--- config.mk ---
export PLATFORM = sky130hd
export DESIGN_NAME = prr_merge
export DESIGN_NICKNAME = d
export VERILOG_FILES = /design/src/rtl/prr_pkg.sv /design/src/rtl/prr_merge.sv
export SDC_FILE = /design/constraint.sdc
export NUM_CORES = 1
export LEC_CHECK = 0
export BUFFER_PORTS_ARGS = -buffer_cell sky130_fd_sc_hd__buf_2
export CAP_MARGIN = 5
export CORE_UTILIZATION = 35
export CTS_CLUSTER_DIAMETER = 200
export CTS_CLUSTER_SIZE = 8
export DETAILED_ROUTE_END_ITERATION = 16
export GPL_TIMING_DRIVEN = 0
export PLACE_DENSITY_LB_ADDON = 0.3
export REMOVE_ABC_BUFFERS = 1
export SETUP_SLACK_MARGIN = 0.2
export SYNTH_ARGS = -nofsm -noshare
export SYNTH_HDL_FRONTEND = slang
export SYNTH_SLANG_ARGS = --single-unit
--- constraint.sdc ---
create_clock -name clock -period 0.8 [get_ports clock]
set_input_delay 0.16 -clock clock [delete_from_list [all_inputs] [get_ports clock]]
set_output_delay 0.16 -clock clock [all_outputs]
set_load 0.05 [all_outputs]
--- src/rtl/prr_pkg.sv ---
`timescale 1ns / 1ps
`default_nettype none

package prr_pkg;

   // Word kinds carried in req_tuser
   localparam logic [1:0] KIND_AUDIO = 2'd0;
   localparam logic [1:0] KIND_COEF  = 2'd1;
   localparam logic [1:0] KIND_CLEAR = 2'd2;

   // Register indexes on the csr port
   localparam logic CSR_UP_FACTOR   = 1'b0;
   localparam logic CSR_DOWN_FACTOR = 1'b1;

   localparam int SAMPLE_W = 16;
   localparam int COEF_W   = 18;
   localparam int PROD_W   = SAMPLE_W + COEF_W;
   localparam int FACTOR_W = 4;
   localparam int PHASE_W  = 5;
   localparam int CIDX_W   = 7;

   typedef enum logic [1:0] {
      ST_IDLE,
      ST_MAC,
      ST_EMIT
   } state_type;

   // Per-cycle strobes from the sequencer to every lane
   typedef struct packed {
      logic shift;
      logic clear;
      logic rd;
      logic prod_en;
      logic acc_en;
      logic acc_first;
      logic scale_en;
      logic sat_en;
   } lane_ctrl_type;

   typedef struct packed {
      logic load;
      logic last;
   } merge_ctrl_type;

endpackage

`default_nettype wire

--- src/rtl/prr_merge.sv ---
`timescale 1ns / 1ps
`default_nettype none

module prr_merge (
   input  wire                          clock,
   input  wire                          reset,
   input  wire prr_pkg::merge_ctrl_type merge_ctrl,
   input  wire signed [15:0]            res_0,
   input  wire signed [15:0]            res_1,
   output logic                         free,
   output logic                         rsp_tvalid,
   input  wire                          rsp_tready,
   output logic [31:0]                  rsp_tdata,
   output logic                         rsp_tlast
);

   logic        valid_ff;
   logic [31:0] data_ff;
   logic        last_ff;

   assign free = !valid_ff || rsp_tready;

   always_ff @(posedge clock) begin
      if (reset) begin
         valid_ff <= 1'b0;
      end else if (merge_ctrl.load) begin
         valid_ff <= 1'b1;
      end else if (rsp_tready) begin
         valid_ff <= 1'b0;
      end
   end

   // Pack both lanes into one output word
   always_ff @(posedge clock) begin
      if (merge_ctrl.load) begin
         data_ff <= {res_1, res_0};
         last_ff <= merge_ctrl.last;
      end
   end

   assign rsp_tvalid = valid_ff;
   assign rsp_tdata  = data_ff;
   assign rsp_tlast  = last_ff;

endmodule

`default_nettype wire

==> impl_metrics.py, run 1 <==
metrics = {
    "drt": {
        "wl_um": 1910,
        "post_drt_wl_per_cell_um": 13.0,
        "antenna_left": 0,
        "via_per_inst": 4.37,
        "drc": 0,
        "first_pass_iters": 4,
        "via_count": 642,
        "drt_iter0_drc": 13,
    },
    "cells_and_area": {
        "multiInputGateArea_sq_um": 22.5,
        "area_delta_synth_final_pct": 67.1,
        "fillCellCount": 211,
        "fin_util_pct": 62.3,
        "regArea_sq_um": 1010,
        "diodes": 0,
        "nNetsFinal": 152,
        "fin_cells": 147,
        "drive_above_1_share_pct": 70.7,
    },
    "global_route": {
        "grt_max_degree": 35,
        "grt_pass1_wl_um": 2920,
        "grt_pass1_vias": 684,
        "track_usage_pct": 13.0,
        "grt_overflow": 0,
        "antenna_found_initial": 0,
    },
    "worst_setup_path": {
        "cp-start-kind": "flip-flop",
        "path_buf_inv": 1,
        "crit_chain": "buf_6",
        "endpoint_kind": "output pin",
        "required_ns": 0.64,
        "slowest_stage": "edfxtp_1",
        "path_max_fanout": 1,
        "worstSetupPathType": "flip-flop to output pin",
        "path_delay_family": "flip-flops",
        "max_stage_delay_ns": 0.41,
        "critPathArrivalTime_ns": 0.90,
    },
    "synth": {
        "synthXorXnorAreaFrac_pct": 0,
        "synth-async-reset-ratio_pct": 0,
        "synthFlopType": "edfxtp_1",
        "yosys-top-cells-area": "edfxtp_1 96%, dfxtp_1 1.9%, nand2b_4 1.3%",
        "synth_fa_ha_area_share_pct": 0,
        "synth_cells": 37,
        "synth_edf_count": 33,
        "yosysMostFrequentCell": "edfxtp_1",
        "netlist_area_sq_um": 1040,
        "synth_top_area_share_pct": 95.5,
        "synth.area.mux_share_pct": 0,
        "synth_cell_types": 5,
        "synth_compound_area_share_pct": 0.844,
        "synth-simple-area-share_pct": 1.33,
        "ys_ff_latch": 34,
        "yosysWarnings": 0,
        "synth.largest_area_cell": "edfxtp_1",
        "ys_top_cells_by_count": "33 x edfxtp_1, 1 x a21oi_2, 1 x dfxtp_1, 1 x inv_1, 1 x nand2b_4",
        "avgSynthCellArea_sq_um": 28.0,
        "ys_seq_area_share_pct": 97.5,
        "synth_top_family_by_area": "simple AND/OR/NAND/NOR gates",
    },
    "floorplanning": {
        "fp-row-count": 19,
        "pin_count": 72,
        "core_sq_um": 2780,
        "die_h_um": 56.4,
        "die_area_sq_um": 3190,
        "initial_core_util_pct": 37.3,
        "fp.dieW_um": 56.4,
    },
    "timing": {
        "fmax_mhz": 942,
        "whs_ns": -0.0260,
        "skew_ns": 0,
        "post-route-period-util_pct": 133,
        "finalSetupViolCount": 35,
        "drv_slew": 0,
        "maxSlewHeadroom_pct": 73.0,
        "worst_pin_slew_ns": 0.405,
        "rsz0062_at_grt": "yes",
        "finalHoldViolations": 1,
        "fin_ws_ns": -0.262,
        "period_needed_ns": 1.06,
    },
    "outcome": {
        "violations": "hold timing, setup timing",
        "status": "finished, violations left",
    },
    "pwr": {
        "vdd_ir_drop_max_mv": 1.86,
        "powerDensity_nw_per_um2": 2430,
        "p_leak_nw": 0.745,
    },
    "clocking": {
        "cts_tree": "done",
        "cts-buffers-inserted": 5,
        "cts-root-buf": "clkbuf_4",
        "cts_post_setup_buffers_inserted": 0,
        "clkSinkCount": 34,
        "clk_latency_ns": 0.32,
        "cts.htree.levels": 2,
        "clockBufferDepth": 2,
        "clk_pin_slew_ns": 0.09,
    },
    "worst_hold_path": {
        "hp-class": "input port to flip-flop",
    },
    "placement": {
        "placed_cells": 139,
        "io_buffers": 71,
        "routabilityCongestion": 0.660,
    },
    "flow_run": {
        "cap_violations": 0,
    },
}
sequential cells by signal (all words and copies together) (netlist names):
signal and count:
rsp_tvalid 1, rsp_tdata 32, rsp_tlast 1
cell usage in the layout (no fill, tap or decap), drive strengths merged:
cell type,count
a21oi,1
buf,71
clkbuf,8
dfxtp,1
edfxtp,33
inv,1
nand2b,1
cells by family (layout without fill, tap and decap cells):
kind of cell,count (synthesis),count (layout)
and+or+nand+nor,1,1
DFF,34,34
AOI/OAI and AO/OA,1,1
buffers and inverters,1,80
timing repair:
| item | in CTS | in global routing |
|---|---|---|
| resized for setup | 72 | 0 |
| pin swaps | 0 | 1 |
| endpoints found under the setup margin | 69 | 36 |
| hold endpoints to repair | 30 | 33 |
routing by layer:
layer,track usage (%),vias up,part of all wire (%)
met5,0,-,0
met2,23.0,43,54
met3,8.06,4,12
met4,6.27,0,1.3
li1,-,300,-
met1,11.1,295,33
through the flow:
step	area [sq um]	TNS, ns	total power, mW	setup slack [ns]
floorplan	1040	-0.543	2.70	-0.304
finish	1730	-8.42	4.21	-0.262
detailed placement	1430	-10.86	2.94	-0.322
global route	1730	-10.01	4.36	-0.304
CTS	1730	-9.09	4.26	-0.279
global placement	1430	-9.61	2.92	-0.286
final cells by class:
type	instances	share of cell area, %
Sequential cell	34	58.4
Tap cell	31	2.24
Timing Repair Buffer	71	33.3
Multi-Input combinational cell	2	1.30
Clock buffer	8	4.55
Inverter	1	0.217
final timing paths:
path	startpoint	to	slack (ns)	cells after the start
worst max-delay path	rsp_tdata[5]	rsp_tdata[5]	-0.26	1
worst min-delay path	reset	rsp_tvalid	-0.03	2
worst max register to register	rsp_tvalid	rsp_tvalid	0.21	2
worst min register to register	rsp_tvalid	rsp_tvalid	0.49	2
report_power, final:
part	leakage (nW)	internal [mW]	switching (mW)
logic	0.369	0.322	0.596
clock network	0.0446	0.600	0.514
registers	0.332	2.11	0.0647
worst register-to-register path, cell delays in order (launching register included):
cell,delay (ns)
dfxtp_2,0.37
nand2b_4,0.06
a21oi_2,0.10
Note: power is estimated with default switching activity, not from simulation.
==> run 2, diff against run 1 <==
Settings changed: BUFFER_PORTS_ARGS -buffer_cell sky130_fd_sc_hd__buf_2 to unset, CORE_UTILIZATION 35 to 40, DONT_BUFFER_PORTS set to 1, HOLD_SLACK_MARGIN set to 0.02, RECOVER_POWER set to 25.
==> impl_metrics.py, run 2 (synthesized netlist as in run 1, its figures left out) <==
metrics = {
    "worst_setup_path": {
        "path_max_fanout": 1,
        "setup.worst_path.start": "rsp_tdata[12]",
        "r2r-start": "rsp_tvalid",
        "endpoint_kind": "output pin",
        "crit_cells": 0,
        "worstSetupPathType": "flip-flop to output pin",
        "r2r_setup_slack_ns": -0.03,
        "cp-start-kind": "flip-flop",
        "reg2regPathDepth": 2,
        "crit_path_end": "rsp_tdata[12]",
        "required_ns": 0.64,
        "critPathArrivalTime_ns": 0.97,
        "rr_endpoint": "rsp_tvalid",
    },
    "clocking": {
        "clk_pin_slew_ns": 0.09,
        "cts-root-buf": "clkbuf_4",
        "cts.htree.levels": 2,
        "cts_post_setup_buffers_inserted": 0,
        "clkSinkCount": 34,
        "clockBufferDepth": 2,
        "cts-buffers-inserted": 5,
        "clk_latency_ns": 0.31,
        "cts_tree": "done",
    },
    "floorplanning": {
        "core_sq_um": 2450,
        "initial_core_util_pct": 42.3,
        "die_area_sq_um": 2800,
        "die_h_um": 52.9,
        "fp-row-count": 18,
        "pin_count": 72,
        "fp.dieW_um": 52.9,
    },
    "drt": {
        "wl_um": 1680,
        "via_per_inst": 4.62,
        "first_pass_iters": 2,
        "post_drt_wl_per_cell_um": 15.4,
        "antenna_left": 0,
        "drc": 0,
        "via_count": 504,
        "drt_iter0_drc": 6,
    },
    "timing": {
        "finalHoldViolations": 34,
        "skew_ns": 0,
        "period_needed_ns": 1.13,
        "whs_ns": -0.0493,
        "fin_ws_ns": -0.332,
        "post-route-period-util_pct": 142,
        "maxSlewHeadroom_pct": 67.9,
        "drv_slew": 0,
        "rsz0062_at_grt": "yes",
        "fmax_mhz": 883,
        "finalSetupViolCount": 36,
        "worst_pin_slew_ns": 0.483,
    },
    "pwr": {
        "sw_frac_of_total_pct": 29.2,
        "switching_power_mw": 1.06,
        "clkPwrFrac_pct": 22.5,
        "p_comb_share_pct": 4.3,
        "internal_power_mw": 2.57,
        "p_seq_share_pct": 73.2,
        "p_leak_nw": 0.589,
        "powerDensity_nw_per_um2": 2440,
        "vdd_ir_drop_max_mv": 1.56,
    },
    "cells_and_area": {
        "mostFrequentLayoutCells": "33 x edfxtp_1, 26 x dlygate4sd3_1, 8 x dlymetal6s4s_1, 5 x clkbuf_4",
        "fillCellCount": 171,
        "layout_commonest_cell": "edfxtp_1",
        "drive_above_1_share_pct": 11.4,
        "nNetsFinal": 115,
        "fin_util_pct": 60.7,
        "diodes": 0,
        "largest_register_ffs": 32,
        "area_delta_synth_final_pct": 43.5,
        "fin_cells": 109,
    },
    "outcome": {
        "status": "finished, violations left",
        "violations": "hold timing, setup timing",
    },
    "global_route": {
        "track_usage_pct": 12.1,
        "antenna_found_initial": 0,
        "grt_max_degree": 35,
        "grt_overflow": 0,
        "grt_pass1_wl_um": 2130,
        "grt_pass1_vias": 428,
    },
    "flow_run": {
        "cap_violations": 0,
    },
    "placement": {
        "io_buffers": 0,
        "routabilityCongestion": 0.620,
        "placed_cells": 67,
    },
    "worst_hold_path": {
        "hp-class": "input port to flip-flop",
    },
}
run 2: cell types whose count changed in the layout (fill, tap and decap cells not counted), sizes merged:
| cell | change |
|---|---|
| buf | -71 |
| dlygate4sd3 | +26 |
| dlymetal6s4s | +8 |
| clkbuf | -2 |
| clkinv | +2 |
run 2: through the flow:
stage | total power, mW | area, sq um | setup WS (ns) | setup TNS (ns)
after floorplan | 2.70 | 1040 | -0.304 | -0.543
final | 3.63 | 1490 | -0.332 | -10.98
after detailed placement | 2.72 | 1070 | -0.343 | -0.618
after global routing | 3.78 | 1490 | -0.386 | -12.54
after CTS | 3.58 | 1230 | -0.359 | -11.91
after global placement | 2.72 | 1070 | -0.341 | -0.623
run 2: what timing repair did:
action / CTS / global route
gates resized for setup: 2 / 8
setup endpoints to repair: 36 / 44
pin swaps: 1 / 0
hold buffers: 10 / 24
hold endpoints to repair: 67 / 58
run 2: worst min-delay path by stage:
stage          cells past startpoint          start             to
2_1_floorplan                      1          reset     rsp_tvalid
3_3_place_gp                       1          reset     rsp_tvalid
3_5_place_dp                       1          reset     rsp_tvalid
4_1_cts                            0       res_1[3]  rsp_tdata[19]
5_1_grt                            0  merge_ctrl[1]  rsp_tdata[23]
6_report                           0  merge_ctrl[1]  rsp_tdata[23]
run 2: cell type report:
type	count	area, sq um	area share [%]
Inverter	1	3.75	0.252
Sequential cell	34	1010	68.2
Clock buffer	6	41.3	2.77
Tap cell	30	37.5	2.52
Multi-Input combinational cell	2	22.5	1.51
Timing Repair Buffer	34	360	24.2
Clock inverter	2	8.76	0.588
run 2: power groups by stage:
stage / clock network (mW) / registers, mW / logic (mW)
2_1_floorplan: 0 / 2.68 / 0.0176
3_3_place_gp: 0 / 2.70 / 0.0183
3_5_place_dp: 0 / 2.70 / 0.0185
4_1_cts: 0.862 / 2.66 / 0.0581
5_1_grt: 0.941 / 2.67 / 0.169
6_report: 0.818 / 2.66 / 0.158
run 2: layer usage:
layer  track usage, %  vias up  wire length (um)
met5                0        -                 0
met4             7.89        0                29
met3             7.47        3               225
met2             17.5       46               866
met1             13.2      229               557
li1                 -      226                 -
