--- config.mk ---
export PLATFORM = sky130hd
export DESIGN_NAME = prr_ctrl
export DESIGN_NICKNAME = d
export VERILOG_FILES = /design/src/rtl/prr_pkg.sv /design/src/rtl/prr_ctrl.sv
export SDC_FILE = /design/constraint.sdc
export NUM_CORES = 2
export LEC_CHECK = 0
export BUFFER_PORTS_ARGS = -buffer_cell sky130_fd_sc_hd__buf_2
export CAP_MARGIN = 5
export CORE_UTILIZATION = 30
export DETAILED_ROUTE_END_ITERATION = 7
export PLACE_DENSITY = 0.55
export SLEW_MARGIN = 20
export SYNTH_ARGS = -nofsm -noshare
export SYNTH_HDL_FRONTEND = slang
export SYNTH_SLANG_ARGS = --single-unit
--- constraint.sdc ---
create_clock -name clock -period 4.1 [get_ports clock]
set_clock_uncertainty 0.2 [all_clocks]
set_input_delay 0.41 -clock clock [delete_from_list [all_inputs] [get_ports clock]]
set_output_delay 0.41 -clock clock [all_outputs]
set_load 0.05 [all_outputs]
--- src/rtl/prr_pkg.sv ---
`timescale 1ns / 1ps
`default_nettype none

package prr_pkg;

   // Word kinds carried in req_tuser
   localparam logic [1:0] KIND_AUDIO = 2'd0;
   localparam logic [1:0] KIND_COEF  = 2'd1;
   localparam logic [1:0] KIND_CLEAR = 2'd2;

   // Register indexes on the csr port
   localparam logic CSR_UP_FACTOR   = 1'b0;
   localparam logic CSR_DOWN_FACTOR = 1'b1;

   localparam int SAMPLE_W = 16;
   localparam int COEF_W   = 18;
   localparam int PROD_W   = SAMPLE_W + COEF_W;
   localparam int FACTOR_W = 4;
   localparam int PHASE_W  = 5;
   localparam int CIDX_W   = 7;

   typedef enum logic [1:0] {
      ST_IDLE,
      ST_MAC,
      ST_EMIT
   } state_type;

   // Per-cycle strobes from the sequencer to every lane
   typedef struct packed {
      logic shift;
      logic clear;
      logic rd;
      logic prod_en;
      logic acc_en;
      logic acc_first;
      logic scale_en;
      logic sat_en;
   } lane_ctrl_type;

   typedef struct packed {
      logic load;
      logic last;
   } merge_ctrl_type;

endpackage

`default_nettype wire

--- src/rtl/prr_ctrl.sv ---
`timescale 1ns / 1ps
`default_nettype none

module prr_ctrl #(
   parameter int TAPS       = 16,
   parameter int MAX_PHASES = 8
) (
   input  wire                          clock,
   input  wire                          reset,
   input  wire                          req_valid,
   output logic                         req_ready,
   input  wire [1:0]                    kind,
   input  wire [6:0]                    coef_index,
   input  wire signed [17:0]            coef_value,
   input  wire                          csr_we,
   input  wire                          csr_addr,
   input  wire [3:0]                    csr_wdata,
   input  wire                          merge_free,
   output prr_pkg::lane_ctrl_type       lane_ctrl,
   output logic [$clog2(TAPS)-1:0]      tap,
   output logic signed [17:0]           coef,
   output prr_pkg::merge_ctrl_type      merge_ctrl
);

   localparam int TAP_W      = $clog2(TAPS);
   localparam int STORE_SIZE = TAPS * MAX_PHASES;
   localparam int ADDR_W     = (STORE_SIZE > 1) ? $clog2(STORE_SIZE) : 1;
   localparam int BANK_W     = (MAX_PHASES > 1) ? $clog2(MAX_PHASES) : 1;
   localparam int CNT_W      = $clog2(TAPS + 4);
   localparam int PW         = prr_pkg::PHASE_W;

   prr_pkg::state_type state_ff, state_in;
   logic [3:0]        up_ff, down_ff;
   logic [PW-1:0]     phase_ff, phase_in, p_eff, q_eff, phase_step;
   logic [CNT_W-1:0]  cnt_ff, cnt_in;
   logic              accept, coef_we;
   logic [ADDR_W-1:0] rd_addr;
   logic signed [17:0] coef_mem [STORE_SIZE];
   logic signed [17:0] coef_rd_ff;

   assign accept = req_valid && req_ready;

   always_ff @(posedge clock) begin
      if (reset) begin
         up_ff   <= 4'd1;
         down_ff <= 4'd1;
      end else if (csr_we) begin
         case (csr_addr)
            prr_pkg::CSR_UP_FACTOR:   up_ff   <= csr_wdata;
            prr_pkg::CSR_DOWN_FACTOR: down_ff <= csr_wdata;
            default: ;
         endcase
      end
   end

   // Zero factor acts as one; the bank count is capped at the store's banks
   always_comb begin
      if (up_ff == 4'd0)                       p_eff = PW'(1);
      else if (PW'(up_ff) > PW'(MAX_PHASES))   p_eff = PW'(MAX_PHASES);
      else                                     p_eff = PW'(up_ff);
      q_eff = (down_ff == 4'd0) ? PW'(1) : PW'(down_ff);
   end

   assign phase_step = phase_ff + q_eff;

   assign tap     = cnt_ff[TAP_W-1:0];
   assign rd_addr = ADDR_W'(ADDR_W'(phase_ff[BANK_W-1:0]) * ADDR_W'(TAPS)) + ADDR_W'(tap);
   assign coef_we = accept && (kind == prr_pkg::KIND_COEF) && (32'(coef_index) < STORE_SIZE);

   always_ff @(posedge clock) begin
      if (coef_we) coef_mem[ADDR_W'(coef_index)] <= coef_value;
      coef_rd_ff <= coef_mem[rd_addr];
   end

   assign coef = coef_rd_ff;

   always_ff @(posedge clock) begin
      if (reset) begin
         state_ff <= prr_pkg::ST_IDLE;
         phase_ff <= '0;
         cnt_ff   <= '0;
      end else begin
         state_ff <= state_in;
         phase_ff <= phase_in;
         cnt_ff   <= cnt_in;
      end
   end

   always_comb begin
      state_in   = state_ff;
      phase_in   = phase_ff;
      cnt_in     = cnt_ff;
      req_ready  = 1'b0;
      lane_ctrl  = '0;
      merge_ctrl = '0;
      case (state_ff)
         prr_pkg::ST_IDLE: begin
            req_ready = 1'b1;
            if (accept) begin
               case (kind)
                  prr_pkg::KIND_AUDIO: begin
                     lane_ctrl.shift = 1'b1;
                     if (phase_ff < p_eff) begin
                        state_in = prr_pkg::ST_MAC;
                        cnt_in   = '0;
                     end else begin
                        phase_in = phase_ff - p_eff;
                     end
                  end
                  prr_pkg::KIND_CLEAR: begin
                     lane_ctrl.clear = 1'b1;
                     phase_in        = '0;
                  end
                  default: ;
               endcase
            end
         end
         prr_pkg::ST_MAC: begin
            // read into hsamp_ff, multiply into prod_ff, accumulate into acc_ff, then scale, saturate
            lane_ctrl.rd        = cnt_ff < CNT_W'(TAPS);
            lane_ctrl.prod_en   = (cnt_ff >= CNT_W'(1)) && (cnt_ff <= CNT_W'(TAPS));
            lane_ctrl.acc_en    = (cnt_ff >= CNT_W'(2)) && (cnt_ff <= CNT_W'(TAPS + 1));
            lane_ctrl.acc_first = cnt_ff == CNT_W'(2);
            lane_ctrl.scale_en  = cnt_ff == CNT_W'(TAPS + 2);
            lane_ctrl.sat_en    = cnt_ff == CNT_W'(TAPS + 3);
            if (cnt_ff == CNT_W'(TAPS + 3)) begin
               state_in = prr_pkg::ST_EMIT;
            end else begin
               cnt_in = cnt_ff + CNT_W'(1);
            end
         end
         prr_pkg::ST_EMIT: begin
            if (merge_free) begin
               merge_ctrl.load = 1'b1;
               merge_ctrl.last = !(phase_step < p_eff);
               if (phase_step < p_eff) begin
                  phase_in = phase_step;
                  state_in = prr_pkg::ST_MAC;
                  cnt_in   = '0;
               end else begin
                  phase_in = phase_step - p_eff;
                  state_in = prr_pkg::ST_IDLE;
               end
            end
         end
         default: state_in = prr_pkg::ST_IDLE;
      endcase
   end

endmodule

`default_nettype wire

==> results.md <==
Global route:
- Entering global routing, the biggest net connects 129 pins.
- The initial antenna violation count was 27.
- The global routing usage on met3 is 2.60%.
- The layer flagged by global routing as most heavily used is met2.
- Global routing consumed, on the met2 layer, 27.0% of the routing resources.
- The first global-routing pass estimated 346,000 um of wire.
- The number of global-route vias before repair was 44,500.
- The routing usage on met1 is 21.2%.
- For this run, the total global-route usage over all layers was measured as 16.0%.
- The residual overflow from global routing is 0.

Worst hold path:
- Along the worst hold path, the cell count comes to 1.
- The tightest min-delay check is of the in -> reg type.
- The start point of the worst min-delay path is coef_value[2].

Placement:
- The post-placement worst setup slack is 0.114 ns.
- Routability-driven placement finished with a final weighted congestion of 0.800.
- Summed over all nets, the half-perimeter wirelength after detailed placement is 148,000 um.
- The quantity of I/O buffers inserted on ports is 69.
- Including well taps, the total number of placed cells is 8,188.

Critical path:
- The largest fanout on the critical path is 3.
- The start point of the critical path is down_ff[3]$_SDFFE_PP0P_.
- The worst setup path is captured at an output pin.
- Data on the critical path is required at its endpoint by 3.49 ns.
- The start of the worst register-to-register path is cnt_ff[0]$_SDFFE_PP0P_.
- The data arrival time at the worst-slack endpoint is 3.43 ns.
- The launching element type of the critical path is a flip-flop.
- Counting cells, the worst reg-to-reg path comes to 7.
- The path type of the worst setup path is reg -> out.

Clock tree:
- TritonCTS built the clock tree.
- The maximum buffer depth of the clock tree is 4.
- The clock sink total is 2,342.
- The buffer type at the clock tree root is sky130_fd_sc_hd__clkbuf_16.
- The clock insertion delay at the later pin of the skew report is 0.90 ns.
- The clock tree synthesis step divided the H-tree into 4 levels.
- The clock edge transition at the registers on the reported setup and hold paths is 0.06 ns.
- Buffers inserted during clock tree synthesis total 236.

Layout:
- Relative to the synthesized area, the layout overhead comes to 17.0%.
- Cells with a size suffix above 1 make up 31.5% of the layout.
- For this run, the number of standard cells in the final layout without fillers is 8,677.
- After the last flow step, the layout net total stands at 4,572.

Yosys:
- Yosys instantiated no cell more often than sky130_fd_sc_hd__edfxtp_1.
- After synthesis, the netlist uses 54 different library cells.
- The warning count from the yosys run is 0.
- Of all cell types, the one taking the most synthesized area is sky130_fd_sc_hd__edfxtp_1.
- By count the netlist is led by sky130_fd_sc_hd__edfxtp_1, sky130_fd_sc_hd__mux4_2, sky130_fd_sc_hd__mux2i_1.
- A synthesized cell averages 22.4 um^2.
- The number of synthesized flops with an enable pin is 2,304.
- Among all flip-flop cells after synthesis, the most frequent one is sky130_fd_sc_hd__edfxtp_1.
- The flip-flop and latch count after synthesis is 2,342.
- After synthesis, the share of flip-flops with an asynchronous set or reset is 0%.
- Sequential elements use 77.3% of the synthesized area.
- Sorting the synthesized cells by area gives the leading types as sky130_fd_sc_hd__edfxtp_1, sky130_fd_sc_hd__mux4_2, sky130_fd_sc_hd__mux2i_1, sky130_fd_sc_hd__dfxtp_1, sky130_fd_sc_hd__nor2_1.
- The synthesized netlist net count is 4,099.
- The area share of the largest cell type after synthesis is 76.5%.
- The cell count after synthesis came out at 4,043.
- The cell area that synthesis handed to floorplanning was 0.0905 mm^2.

Floorplanning:
- The floorplan step defined a die boundary enclosing 0.304 mm^2.
- The height of the chip is 551 um.
- The die is 551 um wide.
- The number of placement rows is 201.
- For this design the top-level I/O count stands at 70.
- The total core area is 0.300 mm^2.
- For this configuration, the core starts out at a cell density of 30.2%.

STA:
- Setup total negative slack on the finished layout was measured at 0 ns.
- The number of max-slew violations in the final report is 0.
- Headroom to the max-slew limit came out at 20.3%.
- The total count of hold-check failures in the final report came to 5.
- Setup violations remaining at the end of the flow were counted as 0.
- The transition time at the pin with the least slew margin is 1.20 ns.
- The worst hold slack across all endpoints is -0.00424 ns.
- Timing would allow up to 0.247 GHz.
- The clock period minus worst slack is 4.04 ns.
- Setup repair after global routing could not meet its margin everywhere.
- The worst path setup slack after routing is 0.0580 ns.
- The share of the clock period used by the worst path after layout is 98.6%.

Run status:
- The flow ran to the end, but the final reports show violations.
- The checks that failed: negative hold slack.

Routing:
- The detail route stage leaves a number of antenna-violating nets equal to 0.
- Dividing the detail-routed via count by the number of cells gives 5.05.
- The remaining design rule violation count is 0.
- The detailed router placed 43,800 vias in this run.
- The violation count after the first detailed-route iteration is 4,515.
- The iteration count of the initial detailed-routing pass is 5.
- The average wire per standard cell is 28.2 um.
- Summed over all layers, the routed wires come to 245,000 um.

Job:
- The max-cap violation count is 0.

Power:
- The leakage dissipation is 31.5 nW.
- The worst-case IR drop observed on VDD is 0.383 mV.
- Dividing total power by cell area gives a power density of 469 mW/mm^2.
-- flip-flops by register name, summed over array words and instances (netlist names) --
| register | count |
|---|---|
| down_ff | 4 |
| cnt_ff | 5 |
| phase_ff | 5 |
| coef | 18 |
| coef_mem | 2304 |
| up_ff | 4 |
| state_ff | 2 |
-- critical path: stages, from the launching register on --
cell and delay, ns:
sky130_fd_sc_hd__dfxtp_4 0.36, sky130_fd_sc_hd__nor3_4 0.18, sky130_fd_sc_hd__or2_4 0.15, sky130_fd_sc_hd__ha_4 0.13, sky130_fd_sc_hd__inv_2 0.03, sky130_fd_sc_hd__fa_1 0.41, sky130_fd_sc_hd__xnor2_2 0.16, sky130_fd_sc_hd__ha_1 0.33
sky130_fd_sc_hd__o21a_1 0.14, sky130_fd_sc_hd__o21a_1 0.21, sky130_fd_sc_hd__a211oi_4 0.21, sky130_fd_sc_hd__nor2b_2 0.07, sky130_fd_sc_hd__buf_6 0.15
-- cell type report --
type,instances,area [um^2]
Antenna cell,12,30.0
Clock inverter,129,1010
Tap cell,3958,4950
Sequential cell,2342,70000
Fill cell,27600,194000
Inverter,14,52.6
Timing Repair Buffer,459,3930
Clock buffer,300,6210
Multi-Input combinational cell,1463,19700
-- per-stage QoR --
step                total power, W  area, um^2  hold WS, ns  util [%]
global route                0.0511      106000       0.0245      35.3
finish                      0.0497      106000     -0.00424      35.3
floorplan                   0.0283       90500        0.227         -
global placement            0.0297       98100        0.270      32.7
CTS                         0.0501      106000      0.00749      35.2
detailed placement          0.0297       98100        0.255      32.7
-- cell usage in the layout (no fill, tap or decap), types with 11 or more instances in the layout --
master,synthesis,layout
sky130_fd_sc_hd__edfxtp_1,2304,2304
sky130_fd_sc_hd__nor2_2,0,125
sky130_fd_sc_hd__clkbuf_1,89,58
sky130_fd_sc_hd__mux4_2,591,591
sky130_fd_sc_hd__bufinv_16,0,13
sky130_fd_sc_hd__buf_4,47,330
sky130_fd_sc_hd__buf_2,55,50
sky130_fd_sc_hd__dlygate4sd3_1,0,36
sky130_fd_sc_hd__nand2b_1,14,14
sky130_fd_sc_hd__clkinv_2,0,41
sky130_fd_sc_hd__nor3_1,23,22
sky130_fd_sc_hd__nor2b_1,40,37
sky130_fd_sc_hd__mux2i_1,205,205
sky130_fd_sc_hd__a21oi_1,46,46
sky130_fd_sc_hd__a221oi_1,13,13
sky130_fd_sc_hd__dfxtp_1,38,29
sky130_fd_sc_hd__nand2_1,59,59
sky130_fd_sc_hd__clkinv_1,0,59
sky130_fd_sc_hd__a211oi_1,49,49
sky130_fd_sc_hd__o21ai_0,17,17
sky130_fd_sc_hd__nand3_1,17,15
sky130_fd_sc_hd__o22ai_1,60,60
sky130_fd_sc_hd__a22oi_1,43,43
sky130_fd_sc_hd__diode_2,0,12
sky130_fd_sc_hd__nor2_1,163,37
sky130_fd_sc_hd__clkbuf_16,0,236
sky130_fd_sc_hd__and2_1,11,11
sky130_fd_sc_hd__buf_12,0,41
sky130_fd_sc_hd__ha_1,16,14
-- where the power goes --
group	leakage, nW	internal [W]	switching, W
sequential	21.0	0.0263	0.000149
clock	3.53	0.0115	0.00898
combinational	6.98	0.000998	0.00175
total	31.5	0.0388	0.0109
-- cell families (layout without fill, tap and decap cells) --
logic type	count (synthesis)	in the layout	synth area share, %
flip-flops	2342	2342	77.3
multiplexers	798	798	17.0
AND/OR/NAND/NOR	353	353	1.78
AO/OA/AOI/OAI	289	289	2.20
buffers and inverters	238	902	1.40
adder cells (fa/ha/maj)	19	19	0.288
XOR/XNOR	4	4	0.0387
other	0	12	0
-- metal layers --
| metal | vias to the layer above | wire, um |
|---|---|---|
| met5 | - | 27 |
| met2 | 1394 | 122000 |
| met4 | 4 | 6360 |
| met3 | 324 | 15900 |
| li1 | 18100 | - |
| met1 | 24000 | 101000 |
-- path summary, 6_finish.rpt --
kind	slack (ns)	end
setup / recovery	0.06	merge_ctrl[0]
hold / removal	-0.004	coef_mem[111][2]$_DFFE_PP_
setup reg to reg	0.13	coef[1]$_DFF_P_
hold reg to reg	0.27	down_ff[0]$_SDFFE_PP1P_
-- timing repair --
item                                    in CTS  in global routing
resized for setup                           16                  6
cloned                                       0                  0
endpoints found under the hold margin      438                 64
hold buffers                                35                  1
endpoints found under the setup margin       2                  1
pin swaps                                    7                  7
buffers inserted                             7                  5
(Power assumes the default switching activity.)
