File: config.mk
export PLATFORM = sky130hd
export DESIGN_NAME = prr_mac_lane
export DESIGN_NICKNAME = d
export VERILOG_FILES = /design/src/rtl/prr_pkg.sv /design/src/rtl/prr_mac_lane.sv
export SDC_FILE = /design/constraint.sdc
export NUM_CORES = 1
export LEC_CHECK = 0
export BUFFER_PORTS_ARGS = -buffer_cell sky130_fd_sc_hd__buf_2
export CORE_AREA = 2 2 219 221
export DETAILED_ROUTE_END_ITERATION = 12
export DIE_AREA = 0 0 221 223
export PLACE_DENSITY = 0.93
export RECOVER_POWER = 25
export SLEW_MARGIN = 0
export SYNTH_ARGS = -nofsm -noshare
export SYNTH_HDL_FRONTEND = slang
export SYNTH_SLANG_ARGS = --single-unit
File: constraint.sdc
create_clock -name clock -period 15.1 [get_ports clock]
set_input_delay 1.51 -clock clock [delete_from_list [all_inputs] [get_ports clock]]
set_output_delay 1.51 -clock clock [all_outputs]
set_load 0.02 [all_outputs]
File: src/rtl/prr_pkg.sv
`timescale 1ns / 1ps
`default_nettype none

package prr_pkg;

   // Word kinds carried in req_tuser
   localparam logic [1:0] KIND_AUDIO = 2'd0;
   localparam logic [1:0] KIND_COEF  = 2'd1;
   localparam logic [1:0] KIND_CLEAR = 2'd2;

   // Register indexes on the csr port
   localparam logic CSR_UP_FACTOR   = 1'b0;
   localparam logic CSR_DOWN_FACTOR = 1'b1;

   localparam int SAMPLE_W = 16;
   localparam int COEF_W   = 18;
   localparam int PROD_W   = SAMPLE_W + COEF_W;
   localparam int FACTOR_W = 4;
   localparam int PHASE_W  = 5;
   localparam int CIDX_W   = 7;

   typedef enum logic [1:0] {
      ST_IDLE,
      ST_MAC,
      ST_EMIT
   } state_type;

   // Per-cycle strobes from the sequencer to every lane
   typedef struct packed {
      logic shift;
      logic clear;
      logic rd;
      logic prod_en;
      logic acc_en;
      logic acc_first;
      logic scale_en;
      logic sat_en;
   } lane_ctrl_type;

   typedef struct packed {
      logic load;
      logic last;
   } merge_ctrl_type;

endpackage

`default_nettype wire

File: src/rtl/prr_mac_lane.sv
`timescale 1ns / 1ps
`default_nettype none

module prr_mac_lane #(
   parameter int TAPS = 16
) (
   input  wire                         clock,
   input  wire                         reset,
   input  wire prr_pkg::lane_ctrl_type ctrl,
   input  wire [$clog2(TAPS)-1:0]      tap,
   input  wire signed [15:0]           sample,
   input  wire signed [17:0]           coef,
   output logic signed [15:0]          result
);

   localparam int ACC_W = prr_pkg::PROD_W + $clog2(TAPS);
   localparam int SC_W  = ACC_W + 16;

   logic signed [15:0]          hist_ff [TAPS];
   logic signed [15:0]          hsamp_ff;
   logic signed [prr_pkg::PROD_W-1:0] prod_ff, prod_in;
   logic signed [ACC_W-1:0]     acc_ff, acc_in;
   logic signed [SC_W-1:0]      scaled_ff, scaled_in;
   logic signed [SC_W:0]        bias, biased, quot;
   logic signed [15:0]          res_ff, res_in;

   // History line: newest word at the top, oldest at index 0
   always_ff @(posedge clock) begin
      if (reset || ctrl.clear) begin
         for (int i = 0; i < TAPS; i++) hist_ff[i] <= '0;
      end else if (ctrl.shift) begin
         for (int i = 0; i < TAPS - 1; i++) hist_ff[i] <= hist_ff[i+1];
         hist_ff[TAPS-1] <= sample;
      end
   end

   assign prod_in   = prr_pkg::PROD_W'(hsamp_ff) * prr_pkg::PROD_W'(coef);
   assign acc_in    = (ctrl.acc_first ? ACC_W'(0) : acc_ff) + ACC_W'(prod_ff);
   // acc * 32767 as (acc << 15) - acc
   assign scaled_in = (SC_W'(acc_ff) <<< 15) - SC_W'(acc_ff);

   // Truncate toward zero: bias negative values before the arithmetic shift
   assign bias   = scaled_ff[SC_W-1] ? (SC_W+1)'(32'sh7fff_ffff) : '0;
   assign biased = (SC_W+1)'(scaled_ff) + bias;
   assign quot   = biased >>> 31;

   always_comb begin
      if (quot > (SC_W+1)'(32767)) begin
         res_in = 16'sh7fff;
      end else if (quot < (SC_W+1)'(-32768)) begin
         res_in = -16'sh8000;
      end else begin
         res_in = 16'(quot);
      end
   end

   always_ff @(posedge clock) begin
      if (ctrl.rd)       hsamp_ff  <= hist_ff[tap];
      if (ctrl.prod_en)  prod_ff   <= prod_in;
      if (ctrl.acc_en)   acc_ff    <= acc_in;
      if (ctrl.scale_en) scaled_ff <= scaled_in;
      if (ctrl.sat_en)   res_ff    <= res_in;
   end

   assign result = res_ff;

endmodule

`default_nettype wire

==> run metrics, run 1 <==
Main synth FF type=edfxtp_1; Worst-Margin Slew=3.58 ns; Final Util=73.7%; setup total negative slack=0 ns; Hold WC Path Type=flip-flop to flip-flop; die footprint=49300 um^2; Fillers=2765; Setup crit end=prod_ff[33]; gr ovfl total=0; Mapped Cells=2880; RePlAce Congestion=0.936; CTS buffer count=42; Routed WL=74900 um; CP Capture Type=flip-flop; Avg WL per Cell=21.2 um; Final Cycle Share=51.3%; postcts setup bufs=0; Clock Tree Buf Depth=3; r2r setup slk=7.55 ns; Crit Path Category=input pin to flip-flop; max-cap violations=5; Worst Setup Start Kind=input pin; CTS Hold Bufs=0; Chip Width=221 um; post-route ant nets=0; sequential area share after synthesis=38.1%; initial core utilization=69.2%; post-route minimum period=7.74 ns; failing checks=capacitance limit, slew limit; max_slew headroom=-139%; status=finished with violations; # port buffers=63; Hold Fails Final Rpt=0; GRT Resource Usage Total=31.1%; ys async rst share=0%; vias in the first global route=23600; Nets=3413; later-pin clock latency in the skew report=0.58 ns; largest net degree at the start of global routing=143; # IOs=64; Area growth syn-to-layout=6.42%; Synth cell types=73; RSZ-0062 raised after global routing=no; number of synthesized flops with an enable pin=414; Via-to-Cell Ratio=6.25; Num Clock Sinks=414; row cnt=80; core area=47100 um^2; root buffer cell=clkbuf_16; Worst Path Required=15.42 ns; Worst R2R Start=hsamp_ff[15]; Syn Area/Cell=11.3 um^2; Cell Area, Synth=32600 um^2; share of cells above drive strength 1=7.82%; dpl cells=3454; Crit Reg-Reg Endpoint=prod_ff[33]; Initial DRT Pass Iterations=7; DRC=0; Gates resized, CTS repair=0; depth of the most critical reg-to-reg path=19; die height=223 um; CTS clk-pin slew, worst paths=0.06 ns; DR iter-0 viols=2480; pre-CTS WS=6.83 ns; final worst setup slack=7.36 ns; CP max FO=16; Final Max Slew Viols=284; Final Setup Violations=0; Max Clk Rate=0.129 GHz; Non-Filler Instances=3535; Seq cells post-synth=414; post-synthesis net count=3410; CP arrival=8.07 ns; Worst Skew=0.0144 ns; via count=22100; CTS tree=yes; CP Launch Point=coef[0]; Max H-tree Level=2; initial antenna violation count=6; hpwl dp=50900 um; first-pass GRT wire length=122000 um; synth warn=0
## worst min-delay path by stage
stage | start | end | cells past startpoint
final | hist_ff[13][1] | hist_ff[12][1] | 1
after global routing | hist_ff[13][1] | hist_ff[12][1] | 1
after CTS | hist_ff[14][6] | hist_ff[13][6] | 1
after detailed placement | hist_ff[15][11] | hist_ff[14][11] | 1
after global placement | hist_ff[12][2] | hist_ff[11][2] | 1
after floorplan | hist_ff[14][0] | hist_ff[13][0] | 1
## cells in the mapped netlist, types with 8 or more instances
| cell | count | area share [%] |
|---|---|---|
| a211oi_1 | 8 | 0.18 |
| nand2_1 | 210 | 2.4 |
| buf_1 | 12 | 0.14 |
| nand2b_1 | 23 | 0.44 |
| a31oi_1 | 13 | 0.25 |
| a21oi_1 | 100 | 1.5 |
| ha_1 | 191 | 7.3 |
| o211ai_1 | 8 | 0.18 |
| o21ai_0 | 71 | 1.1 |
| nand3_1 | 36 | 0.55 |
| nor2b_1 | 34 | 0.65 |
| a21o_1 | 52 | 1.2 |
| nor2_1 | 113 | 1.3 |
| inv_1 | 419 | 4.8 |
| and3_1 | 176 | 3.4 |
| nor3_1 | 22 | 0.34 |
| o21a_1 | 22 | 0.51 |
| fa_1 | 291 | 18 |
| clkbuf_1 | 100 | 1.1 |
| mux4_2 | 80 | 5.5 |
| and2_1 | 237 | 4.5 |
| o21bai_1 | 12 | 0.28 |
| or3_1 | 9 | 0.17 |
| xor2_1 | 42 | 1.1 |
| xnor2_1 | 85 | 2.3 |
| edfxtp_1 | 414 | 38 |
## critical path: stages
cell and delay, ns:
clkbuf_1 0.58, nand2b_1 0.22, fa_1 0.43, fa_1 0.56, inv_1 0.06, fa_1 0.44
fa_1 0.51, fa_1 0.55, inv_1 0.05, fa_1 0.56, inv_1 0.05, ha_1 0.36
a2111o_1 0.43, o31a_1 0.28, a41o_1 0.26, a221oi_2 0.34, o21ai_1 0.22, a41oi_1 0.34
a21oi_1 0.14, xnor2_1 0.15
## flip-flops by register name (all words and copies together), names as in the netlist
| name | count |
|---|---|
| hist_ff | 256 |
| scaled_ff | 54 |
| acc_ff | 38 |
| prod_ff | 34 |
| hsamp_ff | 16 |
| result | 16 |
## cell families (layout without fill, tap and decap cells)
logic type | count (synthesis) | count (layout) | synth area share (%)
compound gates | 347 | 347 | 7.01
buf+inv | 533 | 567 | 6.14
other cells | 0 | 6 | 0
simple gates | 896 | 896 | 14.6
flops | 414 | 414 | 38.1
fa+ha+maj | 482 | 482 | 25.2
mux | 81 | 81 | 5.55
xor+xnor | 127 | 127 | 3.41
## layer usage
| layer | GRT usage (%) | up-vias | wire length [um] |
|---|---|---|---|
| met4 | 16.8 | 0 | 4130 |
| li1 | - | 9818 | - |
| met1 | 37.5 | 10800 | 27400 |
| met5 | 0 | - | 0 |
| met3 | 5.82 | 311 | 5440 |
| met2 | 53.5 | 1159 | 37900 |
## cell usage in the layout (no fill, tap or decap), types with 10 or more instances in the layout
cell       count
and2_1       210
xor2_1        42
nor2_1       113
fa_1         291
o21a_1        22
nand2b_1      23
edfxtp_1     414
xnor2_1       85
ha_1         191
a21o_1        52
clkbuf_1      16
and3_1       176
a21oi_1      100
buf_4         10
inv_1        419
nand2_1      210
and2_0        27
nor2b_1       34
nor3_1        23
buf_2         54
clkbuf_16     42
o21ai_0       71
o21bai_1      12
a31oi_1       13
mux4_2        80
nand3_1       36
## metrics by stage
stage	instance area, um^2	hold WS, ns
5_1_grt	34700	0.578
3_3_place_gp	33400	0.526
4_1_cts	34800	0.563
6_report	34700	0.555
2_1_floorplan	32600	0.518
3_5_place_dp	33400	0.535
## layout make-up
cell class / count / area (um^2) / share of cell area (%)
clock buffers: 49 / 1080 / 3.10
inverters: 419 / 1570 / 4.53
diodes: 6 / 15.0 / 0.0432
clock inverters: 26 / 302 / 0.868
multi-input cells: 1933 / 18200 / 52.4
flip-flops and latches: 414 / 12400 / 35.8
repair buffers: 73 / 379 / 1.09
well taps: 615 / 769 / 2.21
Power of run 1 is left out: the tool's default activity adds up to more than one toggle a clock period on the data nets, which glitch-free logic cannot reach.
==> inputs of run 2 (changes only) <==
--- a/config.mk
+++ b/config.mk
@@ -5,11 +5,12 @@
 export SDC_FILE = /design/constraint.sdc
 export NUM_CORES = 1
 export LEC_CHECK = 0
+export ABC_AREA = 1
 export BUFFER_PORTS_ARGS = -buffer_cell sky130_fd_sc_hd__buf_2
-export CORE_AREA = 2 2 219 221
+export CORE_AREA = 2 2 250 252
 export DETAILED_ROUTE_END_ITERATION = 12
-export DIE_AREA = 0 0 221 223
-export PLACE_DENSITY = 0.93
+export DIE_AREA = 0 0 252 254
+export PLACE_DENSITY = 0.84
 export RECOVER_POWER = 25
 export SLEW_MARGIN = 0
 export SYNTH_ARGS = -nofsm -noshare
==> constraint.sdc (replaced) <==
create_clock -name clock -period 7.1 [get_ports clock]
set_input_delay 0.71 -clock clock [delete_from_list [all_inputs] [get_ports clock]]
set_output_delay 0.71 -clock clock [all_outputs]
set_load 0.02 [all_outputs]
==> run 2 against run 1 <==
The run still ends with capacitance limit, slew limit left. Worst setup slack got worse by 6.7 ns. Routed wire length increased by 12%. Global-route usage decreased by 4.4 points. Die area increased by 30%. Non-clock buffer count increased by 6. First-iteration DRC count increased by 0.65%. Hold slack got worse by 0.16 ns. Via count increased by 26%.
==> run metrics, run 2 <==
r2r setup slk=0.65 ns (-6.90 ns); DRC=0 (unchanged); share of cells above drive strength 1=3.91% (-3.9 points); post-route minimum period=6.45 ns; status=finished with violations; DR iter-0 viols=2496 (+0.65%); gr ovfl total=0 (unchanged); max-cap violations=5 (unchanged); Crit Path Category=flip-flop to flip-flop; Final Max Slew Viols=221 (-22%); Area growth syn-to-layout=6.60%; GRT Resource Usage Total=26.7% (-4.4 points); hpwl dp=64800 um (+27%); die height=254 um (+14%); CTS buffer count=45 (+7.1%); commonest cells in the netlist=1047 x inv_1, 836 x nand2_1, 530 x nor2_1; vias in the first global route=27800 (+18%); Mapped Cells=4385 (+52%); Worst Setup Start Kind=flip-flop; Synth cell types=47 (-36%); setup total negative slack=0 ns (unchanged); die footprint=64000 um^2 (+30%); CTS clk-pin slew, worst paths=0.06 ns (about the same); CP most frequent cell=nand2_1; # IOs=64 (unchanged); most frequent cells in the layout=1048 x inv_1, 836 x nand2_1, 530 x nor2_1; RSZ-0062 raised after global routing=no; top-count cell post-synth=inv_1; Non-Filler Instances=5190 (+47%); failing checks=capacitance limit, slew limit; initial core utilization=58.5% (-11 points); Hold Fails Final Rpt=0 (unchanged); number of synthesized flops with an enable pin=414 (unchanged); post-synth top area cell=edfxtp_1; number of inserted diodes=0 (-6); row cnt=91 (+14%); Fillers=5111 (+85%); max incr delay on CP=0.67 ns (+0.09 ns); max_slew headroom=-78.9% (+60 points); ys async rst share=0% (unchanged); via count=27800 (+26%); sequential area share after synthesis=34.7% (-3.4 points); CTS tree=yes; Hold WC Path Type=input pin to flip-flop; postcts setup bufs=0 (unchanged); post-synth top area share=34.7% (-3.4 points); Final Util=62.4% (-11 points); initial antenna violation count=1 (-5); Synth area leaders=edfxtp_1 35%, fa_1 16%, inv_1 11%, nand2_1 8.8%, ha_1 6.7%; Largest register FFs=256 (unchanged); CP Capture Type=flip-flop; largest net degree at the start of global routing=162 (+13%); Routed WL=83900 um (+12%); Worst Path Required=7.55 ns (-7.87 ns); beginning of the worst hold path=sample[10]; root buffer cell=clkbuf_16; Gates resized, CTS repair=0 (unchanged); worst hold stages=3 (+2); Cell Area, Synth=35800 um^2 (+9.8%); first-pass GRT wire length=138000 um (+13%); Final Setup Violations=0 (unchanged); Top Family by Delay on Critical Path=adder cells; commonest non-fill, non-tap cell in the layout=inv_1; Main synth FF type=edfxtp_1; post-route ant nets=0 (unchanged); Seq cells post-synth=414 (unchanged); dpl cells=5108 (+48%); CP max-delay cell=edfxtp_1; later-pin clock latency in the skew report=0.62 ns (+0.04 ns); Final Instance Area=38200 um^2 (+10%); Initial DRT Pass Iterations=6 (-1); core area=61300 um^2 (+30%); Via-to-Cell Ratio=5.36 (-14%); RePlAce Congestion=0.991 (+5.9%); Hold Path End=hist_ff[15][10]; largest reg by FF count=hist_ff; Max H-tree Level=2 (unchanged); depth of the most critical reg-to-reg path=27 (+8); # port buffers=63 (unchanged); CP Buf/Inv Count=6 (+2); Worst R2R Start=hsamp_ff[4]; Clock Tree Buf Depth=3 (unchanged); CP max FO=14 (-2); Worst-Margin Slew=2.68 ns (-0.898 ns); Chip Width=252 um (+14%); Avg WL per Cell=16.2 um (-24%); Num Clock Sinks=414 (unchanged); Nets=4895 (+43%); Max Clk Rate=0.155 GHz; Crit Reg-Reg Endpoint=prod_ff[30]; synth warn=0 (unchanged); Syn Area/Cell=8.18 um^2 (-28%); Final Cycle Share=90.8%; Worst Skew=0.0501 ns (+0.0358 ns); CP arrival=6.90 ns (-1.17 ns); Area after DPL=36700 um^2 (+10%); post-synthesis net count=4915 (+44%); CTS Hold Bufs=0 (unchanged); biggest regs=hist_ff (256), scaled_ff (54), acc_ff (38)
## run 2: final cells by class
class                   count  area, um^2  share of cell area (%)
multi-input cells        2773       18900                    49.4
inverters                1052        3950                    10.3
well taps                 790         988                    2.59
repair buffers             79         447                    1.17
flip-flops and latches    414       12400                    32.5
clock buffers              51        1150                    3.01
clock inverters            31         353                   0.923
## run 2: worst max-delay path by stage
stage / start / endpoint / slack [ns] / depth (start not counted)
after floorplan: coef[17] / prod_ff[28] / 0.81 / 19
after global routing: hsamp_ff[7] / prod_ff[33] / 0.34 / 21
after CTS: hsamp_ff[4] / prod_ff[30] / 0.67 / 27
after global placement: coef[5] / prod_ff[30] / 0.68 / 27
final: hsamp_ff[4] / prod_ff[30] / 0.65 / 27
after detailed placement: coef[5] / prod_ff[30] / 0.61 / 27
## run 2: cell families after synthesis
group / Yosys count / synth area share [%]
adder cells (fa/ha/maj): 482 / 22.9
AO/OA/AOI/OAI: 608 / 9.37
XOR/XNOR: 134 / 3.27
AND/OR/NAND/NOR: 1549 / 17.2
buffers and inverters: 1198 / 12.6
flip-flops: 414 / 34.7
## run 2: through the flow
step | hold WS [ns] | worst slack (ns)
after floorplan | 0.457 | 0.813
after global placement | 0.506 | 0.679
after detailed placement | 0.497 | 0.606
after CTS | 0.373 | 0.667
after global routing | 0.385 | 0.344
final | 0.391 | 0.653
## run 2: worst min-delay path, cell delays in order
cell and delay, ns:
buf_2 0.08, inv_1 0.03, nor2_1 0.08
## run 2: per-layer routing
| layer | track usage, % | part of all wire [%] | vias up |
|---|---|---|---|
| li1 | - | - | 13500 |
| met2 | 45.9 | 49 | 1000 |
| met1 | 34.9 | 42 | 13100 |
| met5 | 0 | 0 | - |
| met3 | 3.70 | 6.5 | 175 |
| met4 | 9.50 | 3.5 | 0 |
Power of run 2 is left out for the same reason.
